`config.mk`:
```
export PLATFORM = sky130hd
export DESIGN_NAME = wvmt_ram
export DESIGN_NICKNAME = d
export VERILOG_FILES = /design/src/hdl/wvmt_ram.sv
export SDC_FILE = /design/constraint.sdc
export NUM_CORES = 1
export LEC_CHECK = 0
export BUFFER_PORTS_ARGS = -buffer_cell sky130_fd_sc_hd__buf_2
export CORE_AREA = 2 2 423 425
export DETAILED_ROUTE_END_ITERATION = 8
export DIE_AREA = 0 0 425 427
export PLACE_DENSITY = 0.45
export SLEW_MARGIN = 15
export SYNTH_ARGS = -nofsm -noshare
export SYNTH_HDL_FRONTEND = slang
export SYNTH_SLANG_ARGS = --single-unit
```
`constraint.sdc`:
```
create_clock -name clk -period 2.4 [get_ports clk]
set_input_delay 0.12 -clock clk [delete_from_list [all_inputs] [get_ports clk]]
set_output_delay 0.12 -clock clk [all_outputs]
set_load 0.05 [all_outputs]
```
`src/hdl/wvmt_ram.sv`:
```
module wvmt_ram #(
  parameter int WIDTH = 32,
  parameter int DEPTH = 32
) (
  input  logic                             clk,
  input  logic                             we,
  input  logic [$clog2(DEPTH > 1 ? DEPTH : 2)-1:0] waddr,
  input  logic [WIDTH-1:0]                 wdata,
  input  logic [$clog2(DEPTH > 1 ? DEPTH : 2)-1:0] raddr,
  output logic [WIDTH-1:0]                 rdata
);
  logic [WIDTH-1:0] mem [DEPTH];

  always_ff @(posedge clk) begin
    if (we) mem[waddr] <= wdata;
    rdata <= mem[raddr];
  end
endmodule

```
# Yosys cells after proc, flatten, opt, wreduce, memory -nomap -nowiden
# Memory sizes are Yosys's and may differ from the RTL's. A register that Yosys moved wholly into a read port is not among the register bits.
# Index checks and enable logic that the tools add are counted.
# totals
register_bits	0
ramBits	1024
input_bits	44
word_cells	3
mem_count	1
# memory_table
name	depth	word_bits	read_ports	rd_ports_with_merged_regs	wr	line_no	text
mem	32	32	1	1	1	12	logic [WIDTH-1:0] mem [DEPTH];
# classes
muxes	2
# ops
op	count
1-bit 2-to-1 mux	2

# Depth between registers and ports, before layout
# Gate-level depths: netlist of the first run.
# depth
word_depth	2
mapped_depth	8
depth_no_buf	5

# Worst setup path before layout of the first run
# Ideal clock, no wire load.
# synth_timing
path_type	input port to flip-flop
startpoint	in waddr[1] (netlist bit)
endpoint	mem mem[12][0] (enable)
setup_time_ns	0.421
t_arrival_ns	2.133
setup_slack_ns	-0.154
stages	3
cell_sequence	or3b_2 -> clkbuf_1 -> nor2_1
# synth_rtl
item	line_no	text
start: declaration	7	input logic [$clog2(DEPTH > 1 ? DEPTH : 2)-1:0] waddr,
end: declaration	12	
# Straight into the memory's write port.

==> metrics.cfg, run 1 <==
[placed_design]
portBuffers=75
pre_cts_slack_ns=0.2046
routabilityCongestion=0.7232
dpl.hpwl_um=67180

[floorplanning]
die_y_um=427
die_area_um2=181500
initial_core_util=0.2284
ioPinCount=76
core_region_area_um2=177300
fp.dieW_um=425
rows=155

[setup_path]
crit_type=in -> reg
regToRegSetupSlack_ns=1.02
endpoint_kind=flip-flop
slowest_stage=dlygate4sd3_1
arrival_ns=2.56
r2r-end=rdata[27]
worst-path-max-fanout=30
worstPathRequired_ns=2.95
cp_slowest_stage_delay_ns=0.58
crit_path_start_kind=input pin
crit_chain=dlygate4sd3_1, buf_8, buf_12, buf_4, mux2i_1, a22o_1, nor3_1, a31oi_1, nand3_1
r2r_start=mem[1][27]
rr_worst_depth=5

[layout]
drive_gt1_frac=0.1624
syn2layout_area_growth_pct=21.33
fill_cells=17820
final_util=0.2771
nets=2550

[power_and_ir_drop]
vdd_ir_drop_max_mv=0.4912
fin_total_pwr_mw=39.85
powerDensity_nw_per_um2=811.2
p_leak_nw=16.73

[route]
routedWlPerCell_um=23.16
vias=21100
first_pass_iters=5
drc_errors=0
ant_nets=0
viasPerCell=4.245
drtIter0Drc=1520
drt-total-wl_um=115100

[clocking]
cts-htree-levels=3
clk_path_buf_depth=3
post_cts_resized=0
root_buffer=clkbuf_16
numCtsBuffers=115
cts.clk_slew.worst_paths_ns=0.06
insertion_delay_ns=0.68
numClockSinks=1056
cts_tree=built

[sta]
fin_skew_ns=0.01706
fmax_mhz=497.3
setup_viol=0
slew_headroom=0.3801
finalHoldViolations=0
period_needed_ns=2.011
slew_violations=0
fin_crit_sh=0.8379
rsz0062_at_grt=no
finalWorstSetupSlack_ns=0.3890
worst_pin_slew_ns=0.9265

[synth]
synth_enable_flop_cells=1024
synth.distinct_cells=25
ys.flop_type=edfxtp_1
synthArstFlopShare=0
ys_ff_latch=1056
ys_seq_area_frac=0.7754
yosys_warnings=0
syn_area_um2=40490
synth_fp_nets=2304
syn_area_per_cell_um2=17.91
syn_inst=2260

[grt]
antenna_found_initial=16
grt_util_all_layers=0.1250
grt_overflow=0
grt_max_degree=40
grt_pass1_wl_um=162700
grt_pass1_vias=21540

[worst_hold_path]
hold_start=raddr[4]
hold_class=in -> reg
min_path_cells=5
whs_endpoint=rdata[11]

[outcome]
outcome=finished clean

[run]
drv_cap=0

[worst max-delay path by stage]
stage | start | to | slack (ns) | depth (start not counted)
after floorplan | waddr[1] | mem[12][0] | -0.15 | 3
after detailed placement | raddr[0] | rdata[22] | 0.20 | 8
after CTS | raddr[0] | rdata[22] | 0.32 | 9
after global routing | raddr[0] | rdata[22] | 0.27 | 9
after global placement | raddr[0] | rdata[22] | 0.20 | 8
final | raddr[0] | rdata[22] | 0.39 | 9
[cells by family after synthesis]
logic type             synth area share
buffers and inverters           0.01860
and+or+nand+nor                 0.03100
muxes                            0.1266
DFF                              0.7753
AOI/OAI and AO/OA               0.04846
[layout make-up]
type	count	area [µm²]	share of cell area
Sequential cell	1056	31390	0.6390
Multi-Input combinational cell	1077	8610	0.1753
Clock buffer	177	3376	0.06872
Tap cell	2355	2947	0.05998
Timing Repair Buffer	256	2540	0.05171
Clock inverter	39	232.7	0.004738
Antenna cell	11	27.53	0.0005604
[state kept, by name (all words and copies together) (netlist names)]
name   count
mem     1024
rdata     32
[cell usage after synthesis (15+ instances only)]
| cell | n | area [µm²] |
|---|---|---|
| a31oi_1 | 32 | 200.2 |
| buf_4 | 33 | 247.7 |
| clkbuf_1 | 46 | 172.7 |
| buf_6 | 15 | 168.9 |
| edfxtp_1 | 1024 | 30750 |
| nor2_1 | 34 | 127.6 |
| nand3_1 | 98 | 490.5 |
| a22oi_1 | 96 | 720.7 |
| nand2_1 | 98 | 367.9 |
| mux2i_1 | 512 | 5125 |
| dfxtp_1 | 32 | 640.6 |
| a22o_1 | 64 | 560.5 |
| buf_2 | 26 | 130.1 |
| nor3_1 | 32 | 160.2 |
| a21oi_1 | 96 | 480.5 |
[cells in the final DEF (no fill, tap or decap), drive strengths merged, types with 2 or more instances in the layout]
master       count
a21oi           96
a22o            64
a22oi           96
a31oi           32
buf            223
bufinv           2
clkbuf         177
clkinv          33
clkinvlp         3
dfxtp           32
diode           11
dlygate4sd3     33
edfxtp        1024
mux2i          512
nand2           98
nand2b           2
nand3           98
nand3b           5
nor2            34
nor3            32
or3b             3
[where the power goes]
group,internal [mW],switching [mW]
Combinational,0.774,1.61
Sequential,20.5,0.152
Clock,9.81,6.99
Total,31.1,8.75
[timing repair]
item	in CTS	in global routing
hold endpoints to repair	1025	0
setup buffers	0	0
hold buffers	33	0
[routing by layer]
metal | GRT usage | vias up | share of wire
met5 | 0 | - | 0.00047
met4 | 0.03759 | 8 | 0.029
met3 | 0.02050 | 174 | 0.038
met2 | 0.2160 | 414 | 0.50
met1 | 0.1598 | 10980 | 0.43
li1 | - | 9525 | -
[critical path, delay by kind of cell]
family / cells / cell delay [ns]
AOI/OAI and AO/OA: 2 / 0.55
and+or+nand+nor: 2 / 0.17
buffers and inverters: 4 / 1.41
muxes: 1 / 0.22
[metrics by stage]
stage	TNS, ns	hold slack (ns)	instances	cell area, µm²
floorplan	-40.36	0.2189	2260	40500
global placement	0	0.5800	4711	45160
detailed placement	0	0.5838	4711	45160
CTS	0	0.04893	4960	49090
global route	0	0.07564	4969	49120
finish	0	0.1047	4971	49120
No activity file was read; power rests on OpenSTA's default activity.
==> run 2, diff against run 1 <==
==> constraint.sdc (replaced) <==
create_clock -name clk -period 1.8 [get_ports clk]
set_input_delay 0.09 -clock clk [delete_from_list [all_inputs] [get_ports clk]]
set_output_delay 0.09 -clock clk [all_outputs]
set_load 0.05 [all_outputs]
==> run 2 against run 1 <==
- sequential power up 33%
- final area up 1.8%
- clock power up 34%
- cell count up 0.80%
- worst hold slack worse by 0.032 ns
- routed wire length up 2.2%
- largest power group unchanged
- core utilization up 0.51 points
- setup slack worse by 0.25 ns
- total power up 34%
- critical path type is now reg -> out
- critical path depth down 8
==> metrics.cfg, run 2 (synthesized netlist as in run 1, its figures left out) <==
[clocking]
root_buffer=clkbuf_16  ; unchanged
numClockSinks=1056  ; unchanged
cts.clk_slew.worst_paths_ns=0.06  ; about the same
post_cts_buffers=0  ; unchanged
cts_tree=built  ; unchanged
clk_path_buf_depth=3  ; unchanged
numCtsBuffers=112  ; was 115
cts-htree-levels=3  ; unchanged
insertion_delay_ns=0.69  ; was 0.68 ns

[layout]
nets=2599  ; was 2550
fill_cells=17740  ; was 17820
largest_register_ffs=1024  ; unchanged
final_cell_mix=edfxtp_1 (1024), mux2i_1 (512), clkbuf_16 (116)  ; was edfxtp_1 (1024), mux2i_1 (512), clkbuf_16 (119)
largest-register=mem  ; unchanged
reg_top3=mem x1024, rdata x32  ; unchanged
drive_gt1_frac=0.1802  ; was 0.1624
final_common_cell=edfxtp_1  ; unchanged
final_cells=5011  ; was 4971
syn2layout_area_growth_pct=23.56  ; was 21.33%

[sta]
rsz0062_at_grt=no  ; unchanged
setup_tns_ns=0  ; unchanged
fin_skew_ns=0.01826  ; was 0.01706 ns
finalHoldViolations=0  ; unchanged
slew_violations=0  ; unchanged
fmax_mhz=602.3
slew_headroom=0.5068  ; was 0.3801
period_needed_ns=1.660
setup_viol=0  ; unchanged
worst_pin_slew_ns=0.7397  ; was 0.9265 ns
fin_crit_sh=0.9224

[setup_path]
crit_type=reg -> out  ; was in -> reg
arrival_ns=1.57  ; was 2.56 ns
crit_path_start_kind=flip-flop  ; was input pin
slowest_stage=dfxtp_1  ; was dlygate4sd3_1
worst-path-max-fanout=2  ; was 30
endpoint_kind=primary output  ; was flip-flop
critPathTopFamily=flip-flops  ; was buffers and inverters
crit_chain=buf_2  ; was dlygate4sd3_1, buf_8, buf_12, buf_4, mux2i_1, a22o_1, nor3_1, a31oi_1, nand3_1
crit_path_start=rdata[13]  ; was raddr[0]
worstPathRequired_ns=1.71  ; was 2.95 ns
r2r_start=mem[5][7]  ; was mem[1][27]
r2r-end=rdata[7]  ; was rdata[27]
critPathBufInv=1  ; was 4
regToRegSetupSlack_ns=0.19  ; was 1.02 ns
rr_worst_depth=7  ; was 5
cp_slowest_stage_delay_ns=0.54  ; was 0.58 ns

[grt]
grt_pass1_vias=21530  ; was 21540
grt_util_all_layers=0.1277  ; was 0.1250
grt_max_degree=37  ; was 40
grt_overflow=0  ; unchanged
antenna_found_initial=8  ; was 16
grt_pass1_wl_um=165500  ; was 162700 µm

[power_and_ir_drop]
p_leak_nw=17.15  ; was 16.73 nW
powerDensity_nw_per_um2=1067  ; was 811.2 nW/µm²
vdd_ir_drop_max_mv=0.8268  ; was 0.4912 mV

[route]
first_pass_iters=5  ; unchanged
routedWlPerCell_um=23.49  ; was 23.16 µm
drc_errors=0  ; unchanged
viasPerCell=4.258  ; was 4.245
ant_nets=0  ; unchanged
vias=21340  ; was 21100
drtIter0Drc=1746  ; was 1520
drt-total-wl_um=117700  ; was 115100 µm

[floorplanning]
die_y_um=427  ; unchanged
die_area_um2=181500  ; unchanged
ioPinCount=76  ; unchanged
rows=155  ; unchanged
core_region_area_um2=177300  ; unchanged
initial_core_util=0.2284  ; unchanged
fp.dieW_um=425  ; unchanged

[worst_hold_path]
hold_start=raddr[2]  ; was raddr[4]
min_path_cells=6  ; was 5
whs_endpoint=rdata[9]  ; was rdata[11]
hold_class=in -> reg  ; unchanged

[outcome]
outcome=finished clean  ; unchanged

[run]
drv_cap=0  ; unchanged

[placed_design]
place_inst=4764  ; was 4711
dpl.hpwl_um=70550  ; was 67180 µm
portBuffers=75  ; unchanged
routabilityCongestion=0.7207  ; was 0.7232

==> run 2: final cells by class <==
type / count / area [µm²] / area share
clock inverters: 46 / 396.6 / 0.007929
flip-flops and latches: 1056 / 31390 / 0.6275
repair buffers: 308 / 3491 / 0.06979
diodes: 3 / 7.507 / 0.0001501
clock buffers: 166 / 3181 / 0.06358
well taps: 2355 / 2947 / 0.05891
multi-input cells: 1077 / 8610 / 0.1721
==> run 2: metrics by stage <==
stage | util | power [mW] | worst slack [ns] | hold slack [ns] | area (µm²)
final | 0.2822 | 53.38 | 0.1398 | 0.07272 | 50020
after global routing | 0.2822 | 55.12 | 0.06046 | 0.08661 | 50010
after CTS | 0.2822 | 54.06 | 0.05040 | 0.006578 | 50010
after detailed placement | 0.2602 | 31.44 | -0.3866 | 0.5663 | 46120
after global placement | 0.2602 | 31.43 | -0.3679 | 0.5640 | 46120
after floorplan | - | 29.71 | -0.5196 | 0.1889 | 40590
==> run 2: report_power, final <==
part           internal (mW)  switching, mW  total (mW)  leakage (nW)
combinational           1.16           2.19        3.36          5.90
clock                   13.0           9.45        22.5          1.75
sequential              27.3          0.181        27.5          9.49
==> run 2: worst max path at each step <==
stage | end | slack [ns] | depth (start not counted)
floorplan | mem[1][0] | -0.52 | 2
global placement | rdata[10] | -0.37 | 8
detailed placement | rdata[10] | -0.39 | 8
CTS | rdata[13] | 0.05 | 1
global route | rdata[13] | 0.06 | 1
finish | rdata[13] | 0.14 | 1
==> run 2: worst min-delay path, delay by kind of cell <==
family	cells	cell delay [ns]
buf+inv	2	0.30
compound gates	1	0.08
simple gates	3	0.22
==> run 2: metal layers <==
metal  global-route usage  up-vias  part of all wire
met3              0.02097      173             0.037
li1                     -     9600                 -
met4              0.03901        4             0.030
met5                    0        -           0.00018
met1               0.1691    11130              0.45
met2               0.2136      428              0.48
==> run 2: repair_timing <==
item / 4_1_cts / 5_1_grt
hold endpoints to repair: 1013 / 0
hold buffers: 32 / 0
resized for setup: 0 / 0
setup endpoints to repair: 0 / 0
