--- config.mk ---
export PLATFORM = sky130hd
export DESIGN_NAME = wvmt_div
export DESIGN_NICKNAME = d
export VERILOG_FILES = /design/src/hdl/wvmt_pkg.sv /design/src/hdl/wvmt_div.sv
export SDC_FILE = /design/constraint.sdc
export NUM_CORES = 1
export LEC_CHECK = 0
export BUFFER_PORTS_ARGS = -buffer_cell sky130_fd_sc_hd__clkbuf_2
export CAP_MARGIN = 40
export CORE_MARGIN = 2
export CORE_UTILIZATION = 30
export CTS_CLUSTER_DIAMETER = 80
export DETAILED_ROUTE_END_ITERATION = 10
export PLACE_DENSITY_LB_ADDON = 0.2
export REMOVE_ABC_BUFFERS = 1
export SETUP_SLACK_MARGIN = 0.5
export SYNTH_ARGS = -nofsm -noshare
export SYNTH_HDL_FRONTEND = slang
export SYNTH_SLANG_ARGS = --single-unit
--- constraint.sdc ---
create_clock -name clk -period 5.7 [get_ports clk]
set_input_delay 1.14 -clock clk [delete_from_list [all_inputs] [get_ports clk]]
set_output_delay 1.14 -clock clk [all_outputs]
set_load 0.02 [all_outputs]
--- src/hdl/wvmt_pkg.sv ---
package wvmt_pkg;

  localparam int NUM_ELEMENTS = 32;
  localparam int IDX_W = (NUM_ELEMENTS > 1) ? $clog2(NUM_ELEMENTS) : 1;

  localparam logic [1:0] CMD_SAMPLE = 2'd0;
  localparam logic [1:0] CMD_SCALE  = 2'd1;
  localparam logic [1:0] CMD_RESET  = 2'd2;

  localparam logic [1:0] REG_DECAY   = 2'd0;
  localparam logic [1:0] REG_FLOOR   = 2'd1;
  localparam logic [1:0] REG_CEILING = 2'd2;
  localparam logic [1:0] REG_SPREAD  = 2'd3;

  localparam logic [16:0] RATE_RESET = 17'd32768;
  localparam logic [31:0] SPREAD_ONE = 32'd65536;
  localparam logic [15:0] COUNT_MAX  = 16'hFFFF;

  // request to the shared divider
  typedef struct packed {
    logic        start;
    logic [33:0] dividend;  // signed
    logic [15:0] divisor;   // unsigned, non-zero
  } div_req_t;

  typedef struct packed {
    logic        done;
    logic [33:0] quotient;  // signed, truncated toward zero
  } div_rsp_t;

  function automatic logic [31:0] sat32(input logic signed [65:0] v);
    if (v > 66'sd2147483647) return 32'h7FFFFFFF;
    if (v < -66'sd2147483648) return 32'h80000000;
    return v[31:0];
  endfunction

endpackage

--- src/hdl/wvmt_div.sv ---
module wvmt_div (
  input  logic              clk,
  input  logic              rst,
  input  wvmt_pkg::div_req_t req,
  output wvmt_pkg::div_rsp_t rsp
);
  // restoring divider, one quotient bit a cycle
  logic [33:0] quo;
  logic [16:0] part;
  logic [15:0] dvs;
  logic        neg;
  logic [5:0]  cnt;
  logic        busy;
  logic [16:0] trial;
  logic [33:0] qn;

  always_comb begin
    trial = {part[15:0], quo[33]} - {1'b0, dvs};
    qn = {quo[32:0], ~trial[16]};
  end

  always_ff @(posedge clk) begin
    if (rst) begin
      busy <= 1'b0;
      rsp.done <= 1'b0;
    end else begin
      rsp.done <= 1'b0;
      if (req.start) begin
        busy <= 1'b1;
        cnt <= 6'd34;
        neg <= req.dividend[33];
        quo <= req.dividend[33] ? (34'd0 - req.dividend) : req.dividend;
        part <= '0;
        dvs <= req.divisor;
      end else if (busy) begin
        part <= trial[16] ? {part[15:0], quo[33]} : trial;
        quo <= qn;
        cnt <= cnt - 6'd1;
        if (cnt == 6'd1) begin
          busy <= 1'b0;
          rsp.done <= 1'b1;
          rsp.quotient <= neg ? (34'd0 - qn) : qn;
        end
      end
    end
  end
endmodule

======== Word level (Yosys, flattened, before mapping) ========
Cells that the tools add are included.
word-level totals
  register bits ........................... 109
  input port bits ......................... 53
  output and inout port bits .............. 35
  word-level logic and storage cells ...... 33
operators by class
  add/subtract/negate cells ............... 4
  equal/unequal tests ..................... 1
  mux-type cells .......................... 11
  bitwise gates (word level) .............. 4
  reduce and logical (&&, ||, !) cells .... 5
operator list
  cell                                                                   count
  34-bit two-way mux                                                     4
  1-bit by 34-bit subtractor with 34-bit output, first input constant    2
  35-bit two-way mux                                                     1
  16-bit two-way mux                                                     2
  17-bit by 16-bit subtractor with 17-bit output                         1
  6-bit by 1-bit equality test with 1-bit output, second input constant  1
  6-bit two-way mux                                                      1
  6-bit by 1-bit subtractor with 6-bit output, second input constant     1
  1-bit inverter                                                         4
  2-bit AND reduction                                                    2
  4-bit AND reduction                                                    1
  1-bit two-way mux                                                      3
  3-bit OR reduction                                                     1
  2-bit nonzero test                                                     1

======== Depth between registers and ports, before layout ========
Gate-level depths: netlist of run 1.
  word-level depth ........................ 5
  depth in mapped cells ................... 15
  depth with buffers taken out ............ 14

======== Worst setup path after synthesis of run 1 ========
Ideal clock, no wire load.
  path type ............................... input -> register
  start point ............................. input req[50] (netlist name)
  end point ............................... register rsp[0] (netlist name) (enable)
  library setup time ...................... 524 ps
  data arrival time ....................... 5149 ps
  data required time ...................... 5176 ps
  setup slack ............................. 27 ps
  stages on the path ...................... 3
  buffers on the path ..................... 2
  path through ............................ clkbuf_1 clkbuf_1 nor4b_1
on the way
  cells in the longest elaborated chain, start to end .. 2
RTL lines
  item                           line           text
  from (decl)                    wvmt_div.sv:4  input wvmt_pkg::div_req_t req,
  1-bit inverter (no line)       --
  4-bit AND reduction (no line)  --
  to (decl)                      wvmt_div.sv:5  output wvmt_pkg::div_rsp_t rsp
Every way passes these cells.
A chain may end at the register's enable or synchronous reset.

======== Worst setup path in the final report of run 1 ========
  start point ............................. register quo[33]
  end point ............................... register rsp[18] (netlist name) (data pin)
on the way
  cells in the longest elaborated chain, start to end .. 4
RTL lines
  item                                            line            text
  from (decl)                                     wvmt_div.sv:8   logic [33:0] quo;
  from (signal assigned)                          wvmt_div.sv:32  quo <= req.dividend[33] ? (34'd0 - req.dividend) : req.dividend;
  from (signal assigned)                          wvmt_div.sv:37  quo <= qn;
  17-bit by 16-bit subtractor with 17-bit output  wvmt_div.sv:18  trial = {part[15:0], quo[33]} - {1'b0, dvs};
  1-bit inverter                                  wvmt_div.sv:19  qn = {quo[32:0], ~trial[16]};
  1-bit by 34-bit subtractor with 34-bit output   wvmt_div.sv:42  rsp.quotient <= neg ? (34'd0 - qn) : qn;
  34-bit two-way mux                              wvmt_div.sv:42
Every way passes these cells.

==> results.toml, run 1 <==
[yosys]
synthFlopType = "edfxtp_1"
synthDistinctLibCells = 52
syn_inst = 596
synth-compound-area-share_pct = 14.5
synth-seq-cells = 109
synthAdderAreaFrac_pct = 4.32
synth_warnings = 0
synthArstFlopShare_pct = 0
synth_edf_count = 107
yosys-top-cells-area = "edfxtp_1 (51%), xnor2_1 (5.9%), a21oi_1 (4.8%)"
muxShareOfSynthArea_pct = 0.320
synth_top_area_cell = "edfxtp_1"
synth_top_family_by_area = "simple AND/OR/NAND/NOR gates"
syn_avg_cell_area_um2 = 10.5
synth_area_um2 = 6260
yosys.area_share.simple_pct = 15.1
synth_xor_area_share_pct = 10.6
yosys.area.top_type_share_pct = 51.3
synth_seq_area_share_pct = 52.0

[clock_tree]
cts_tree = "built"
hold_buffers = 0
h-tree-depth = 3
cts.repair.resized = 0
cts_sinks = 109
cts_buffers = 9
post_cts_buffers = 0
clk_path_buf_depth = 2
path_clk_slew_ns = 0.08
clockRootBuffer = "clkbuf_16"
clk_latency_ns = 0.36

[sta]
fin_ws_ns = 1.23
drv_slew = 0
hold_violations = 0
worstMarginPinSlew_ns = 0.913
timing.final.crit_share_pct = 78.4
timing.fmax_mhz = 224
rsz0062_at_grt = "false"
relSlewSlack_pct = 39.0
setup_viol = 0
fin_skew_ns = 0.0121
fin_crit_ns = 4.47
fin_setup_tns_ns = 0

[finish]
drive_above_1_share_pct = 18.3
final_nets = 751
area_delta_synth_final_pct = 17.1
final_cells = 952
diodes = 0
fillCellCount = 2037

[run]
maxCapViolations = 0

[power_and_ir_drop]
leakage_nw = 2.71
max-vdd-ir-drop_uv = 135
p_per_area_nw_per_um2 = 278

[placement]
hpwl_mm = 10.9
placed_cells = 936
io_buffers = 87
post-place-ws_ns = 1.21
place_congestion = 0.790

[global_route]
grt_pass1_wl_mm = 23.9
grt_overflow_total = 0
grt_util_met2_pct = 22.7
met1_usage_pct = 18.7
grt_max_degree = 68
track_usage_pct = 13.9
grt_use_met3_pct = 2.02
antenna_found_initial = 0
grt_busiest_layer = "met2"
first_global_vias = 4521

[route]
dr_total_vias = 4643
drc = 0
drtIter0Drc = 321
avgViaCountPerCell = 4.88
first_pass_iters = 4
route.detailed.wl_per_inst_um = 15.6
wl_mm = 14.9
ant_nets = 0

[worst_hold_path]
min_path_type = "register to register"

[floorplanning]
start_util_pct = 30.7
num_io_pins = 88
core_area_um2 = 20400
die_h_um = 148
die-area_um2 = 22000
die-width_um = 148
core.rowCount = 52

[worst_setup_path]
end_kind = "register"
worst_ep_arrival_time_ns = 4.58
cp.required_ns = 5.81
critical_path_class = "register to register"
start_kind = "register"
cp_max_fo = 19

[outcome]
status = "completed"
cells in the mapped netlist, types with 2 or more instances:
| cell type | number |
|---|---|
| edfxtp_1 | 107 |
| or2_2 | 4 |
| nand3_1 | 4 |
| or3_1 | 13 |
| o41ai_1 | 11 |
| nand4_1 | 3 |
| nor4_1 | 5 |
| o21ai_1 | 2 |
| o21a_1 | 6 |
| a21o_1 | 4 |
| nor2_1 | 59 |
| xnor2_1 | 42 |
| nand2_1 | 53 |
| o21ai_0 | 33 |
| nand3b_1 | 4 |
| a31oi_1 | 4 |
| o31ai_1 | 16 |
| dfxtp_1 | 2 |
| a21oi_1 | 60 |
| nor3_1 | 8 |
| a2111oi_0 | 2 |
| xor2_1 | 34 |
| and3_1 | 3 |
| clkbuf_1 | 20 |
| or4_4 | 3 |
| nor2b_1 | 3 |
| ha_1 | 20 |
| buf_1 | 3 |
| mux2i_1 | 2 |
| nand2b_1 | 6 |
| or4_1 | 11 |
| inv_1 | 28 |
| nor4b_1 | 2 |
cell type report:
| cell class | instances | area (um^2) | area share [%] |
|---|---|---|---|
| Clock buffer | 10 | 229 | 3.13 |
| Clock inverter | 6 | 46.3 | 0.632 |
| Inverter | 29 | 109 | 1.49 |
| Multi-Input combinational cell | 434 | 2840 | 38.7 |
| Sequential cell | 109 | 3250 | 44.4 |
| Tap cell | 270 | 338 | 4.61 |
| Timing Repair Buffer | 94 | 515 | 7.04 |
through the flow:
step                      instance area, um^2  power [mW]  hold slack (ns)  util [%]
final                                    7330        2.03            0.511      36.0
after global routing                     7330        2.15            0.529      36.0
after CTS                                7330        2.06            0.512      36.0
after detailed placement                 7050        1.45            0.492      34.6
after global placement                   7010        1.44            0.482      34.4
after floorplan                          6170        1.31            0.466         -
per-layer routing:
layer  share of wire, %  wire length, um
met1                 47             6960
met5                  0                0
met2                 48             7190
met3                3.3              487
met4                1.6              238
power by group:
group	switching (mW)	internal (mW)	leakage (nW)
combinational	0.267	0.178	1.56
clock	0.300	0.300	0.131
sequential	0.0388	0.950	1.01
total	0.606	1.43	2.71
state kept, by name (all words and copies together) (netlist names):
register and count:
rsp 35, quo 34, dvs 16, part 16, cnt 6, busy 1
neg 1
final timing paths:
path,startpoint,to,slack [ns],cells after the start
max,quo[33]$_DFFE_PP_,rsp[18]$_DFFE_PP_,1.23,14
min,busy$_SDFF_PP0_,rsp[34]$_SDFF_PP0_,0.51,1
max reg2reg,quo[33]$_DFFE_PP_,rsp[18]$_DFFE_PP_,1.23,14
min reg2reg,busy$_SDFF_PP0_,rsp[34]$_SDFF_PP0_,0.51,1
cells by family after synthesis:
kind of cell,after synthesis
muxes,2
buffers and inverters,53
xor gates and xnor gates,76
DFF,109
adders and majority gates,21
AOI/OAI and AO/OA,147
and+or+nand+nor,188
cells in the final DEF (no fill, tap or decap), types with 11 or more instances in the layout:
| cell | count |
|---|---|
| a21oi_1 | 60 |
| clkbuf_2 | 87 |
| edfxtp_1 | 107 |
| ha_1 | 20 |
| inv_1 | 28 |
| nand2_1 | 53 |
| nor2_1 | 58 |
| o21ai_0 | 33 |
| o31ai_1 | 16 |
| o41ai_1 | 11 |
| or3_1 | 13 |
| or4_1 | 11 |
| xnor2_1 | 42 |
| xor2_1 | 33 |
worst max-delay path: stages, from the launching register on:
cell and delay (ns):
edfxtp_1 0.33, inv_1 0.06, ha_1 0.23, fa_1 0.39, nand2b_1 0.21, a2111oi_0 0.54, nor2_1 0.14, a21oi_1 0.35
xor2_4 0.12, inv_2 0.30, ha_1 0.23, nor3b_1 0.75, nand2_1 0.15, o41ai_1 0.35, xnor2_1 0.10
No activity file was read; power rests on OpenSTA's default activity.
==> run 2: changes to the inputs <==
==> constraint.sdc (replaced) <==
create_clock -name clk -period 3.88 [get_ports clk]
set_input_delay 0.776 -clock clk [delete_from_list [all_inputs] [get_ports clk]]
set_output_delay 0.776 -clock clk [all_outputs]
set_load 0.02 [all_outputs]
==> results.toml, run 2 (synthesized netlist as in run 1, its figures left out) <==
[worst_setup_path]
reg2reg_to = "rsp[18]$_DFFE_PP_"
cp.required_ns = 3.99
end_kind = "register"
crit_start = "part[12]$_SDFFCE_PP0P_"
rr_worst_depth = 13
r2r_setup_slack_ns = 0.69
critical_path_class = "register to register"
worst_ep_arrival_time_ns = 3.29
cp_max_fo = 5
r2r_start = "part[12]$_SDFFCE_PP0P_"
start_kind = "register"

[clock_tree]
cts_tree = "built"
clk_path_buf_depth = 2
h-tree-depth = 3
cts_sinks = 109
cts_buffers = 9
path_clk_slew_ns = 0.08
clk_latency_ns = 0.35
clockRootBuffer = "clkbuf_16"

[sta]
fin_skew_ns = 0.0104
fin_crit_ns = 3.19
rsz0062_at_grt = "false"
hold_violations = 0
relSlewSlack_pct = 50.5
fin_ws_ns = 0.694
fin_setup_tns_ns = 0
timing.fmax_mhz = 314
timing.final.crit_share_pct = 82.1
worstMarginPinSlew_ns = 0.743
drv_slew = 0
setup_viol = 0

[worst_hold_path]
min_from = "busy$_SDFF_PP0_"
min_path_type = "register to register"
whs_path_depth = 1
worstHoldEndpoint = "rsp[34]$_SDFF_PP0_"

[floorplanning]
die-area_um2 = 22000
die_h_um = 148
start_util_pct = 30.7
num_io_pins = 88
die-width_um = 148
core_area_um2 = 20400
core.rowCount = 52

[finish]
largestRegisters = "rsp: 35 flops, quo: 34 flops"
drive_above_1_share_pct = 20.4
seq_area_um2 = 3250
area_delta_synth_final_pct = 18.6
fillCellCount = 2062
final_nets = 755
top_register = "rsp"
multi_input_area_um2 = 2910
final_common_cell = "edfxtp_1"
largest_reg_flops = 35
layout_common_cells = "edfxtp_1 (107), clkbuf_2 (87), a21oi_1 (58), nor2_1 (57), nand2_1 (53)"

[route]
dr_total_vias = 4691
wl_mm = 15.0
drc = 0
route.detailed.wl_per_inst_um = 15.6
drtIter0Drc = 408
avgViaCountPerCell = 4.90
ant_nets = 0
first_pass_iters = 5

[global_route]
grt_overflow_total = 0
track_usage_pct = 13.8
grt_pass1_wl_mm = 24.1
grt_max_degree = 76
antenna_found_initial = 1
first_global_vias = 4607

[power_and_ir_drop]
max-vdd-ir-drop_uv = 251
leakage_nw = 2.74
p_per_area_nw_per_um2 = 403

[placement]
place_congestion = 0.819
post-place-ws_ns = 0.242
hpwl_mm = 10.9
io_buffers = 87

[run]
maxCapViolations = 0

[outcome]
status = "completed"
run 2: changes by cell type in the layout (fill, tap and decap cells not counted), sizes merged:
cell and delta:
clkinv +3, diode +1, inv -2, buf +4, clkbuf -1
run 2: final cells by class:
| class | instances | share of cell area, % |
|---|---|---|
| clock inverter | 7 | 0.573 |
| timing repair buffer | 98 | 7.25 |
| multi-input combinational | 434 | 39.2 |
| sequential | 109 | 43.9 |
| inverter | 29 | 1.47 |
| clock buffer | 9 | 3.04 |
| tap | 270 | 4.55 |
| antenna | 1 | 0.0337 |
run 2: what timing repair did:
item                       4_1_cts  5_1_grt
setup buffers                    0        1
gates resized for setup          4       13
hold buffers                     0        0
pin swaps                        1        5
setup endpoints to repair       32       32
run 2: critical path: stages, from the launching register on:
cell and delay, ns:
edfxtp_1 0.39, ha_1 0.39, a21oi_2 0.26, o21ai_0 0.18
nor3_1 0.35, a21oi_4 0.12, xor2_4 0.19, inv_2 0.06
ha_1 0.14, nor3b_2 0.15, buf_4 0.15, nand2_1 0.07
o41ai_2 0.36, xnor2_1 0.09
run 2: worst max path at each step:
| stage | endpoint | slack [ns] | cells after the start |
|---|---|---|---|
| 2_1_floorplan | rsp[0]$_DFFE_PP_ | -1.09 | 3 |
| 3_3_place_gp | rsp[18]$_DFFE_PP_ | 0.32 | 15 |
| 3_5_place_dp | rsp[18]$_DFFE_PP_ | 0.24 | 14 |
| 4_1_cts | rsp[24]$_DFFE_PP_ | 0.52 | 14 |
| 5_1_grt | rsp[18]$_DFFE_PP_ | 0.51 | 13 |
| 6_report | rsp[18]$_DFFE_PP_ | 0.69 | 13 |
run 2: metal layers:
metal / vias to the layer above / part of all wire (%) / GRT usage [%]
li1: 2355 / - / -
met1: 2231 / 46 / 18.1
met2: 91 / 49 / 22.9
met3: 14 / 3.5 / 2.15
met4: 0 / 2.0 / 5.71
met5: - / 0 / 0
run 2: per-stage QoR:
stage / util [%] / hold WS (ns) / area, um^2 / total power [mW] / cells
4_1_cts: 36.1 / 0.512 / 7350 / 3.01 / 955
2_1_floorplan: - / 0.466 / 6170 / 1.92 / 572
3_5_place_dp: 34.7 / 0.498 / 7070 / 2.14 / 939
3_3_place_gp: 34.6 / 0.494 / 7040 / 2.12 / 938
6_report: 36.4 / 0.510 / 7420 / 2.99 / 957
5_1_grt: 36.4 / 0.538 / 7420 / 3.16 / 957
run 2: power breakdown:
| group | total, mW | switching [mW] | internal [mW] |
|---|---|---|---|
| sequential | 1.45 | 0.0568 | 1.40 |
| combinational | 0.681 | 0.408 | 0.274 |
| clock | 0.858 | 0.427 | 0.432 |
| total | 2.99 | 0.891 | 2.10 |
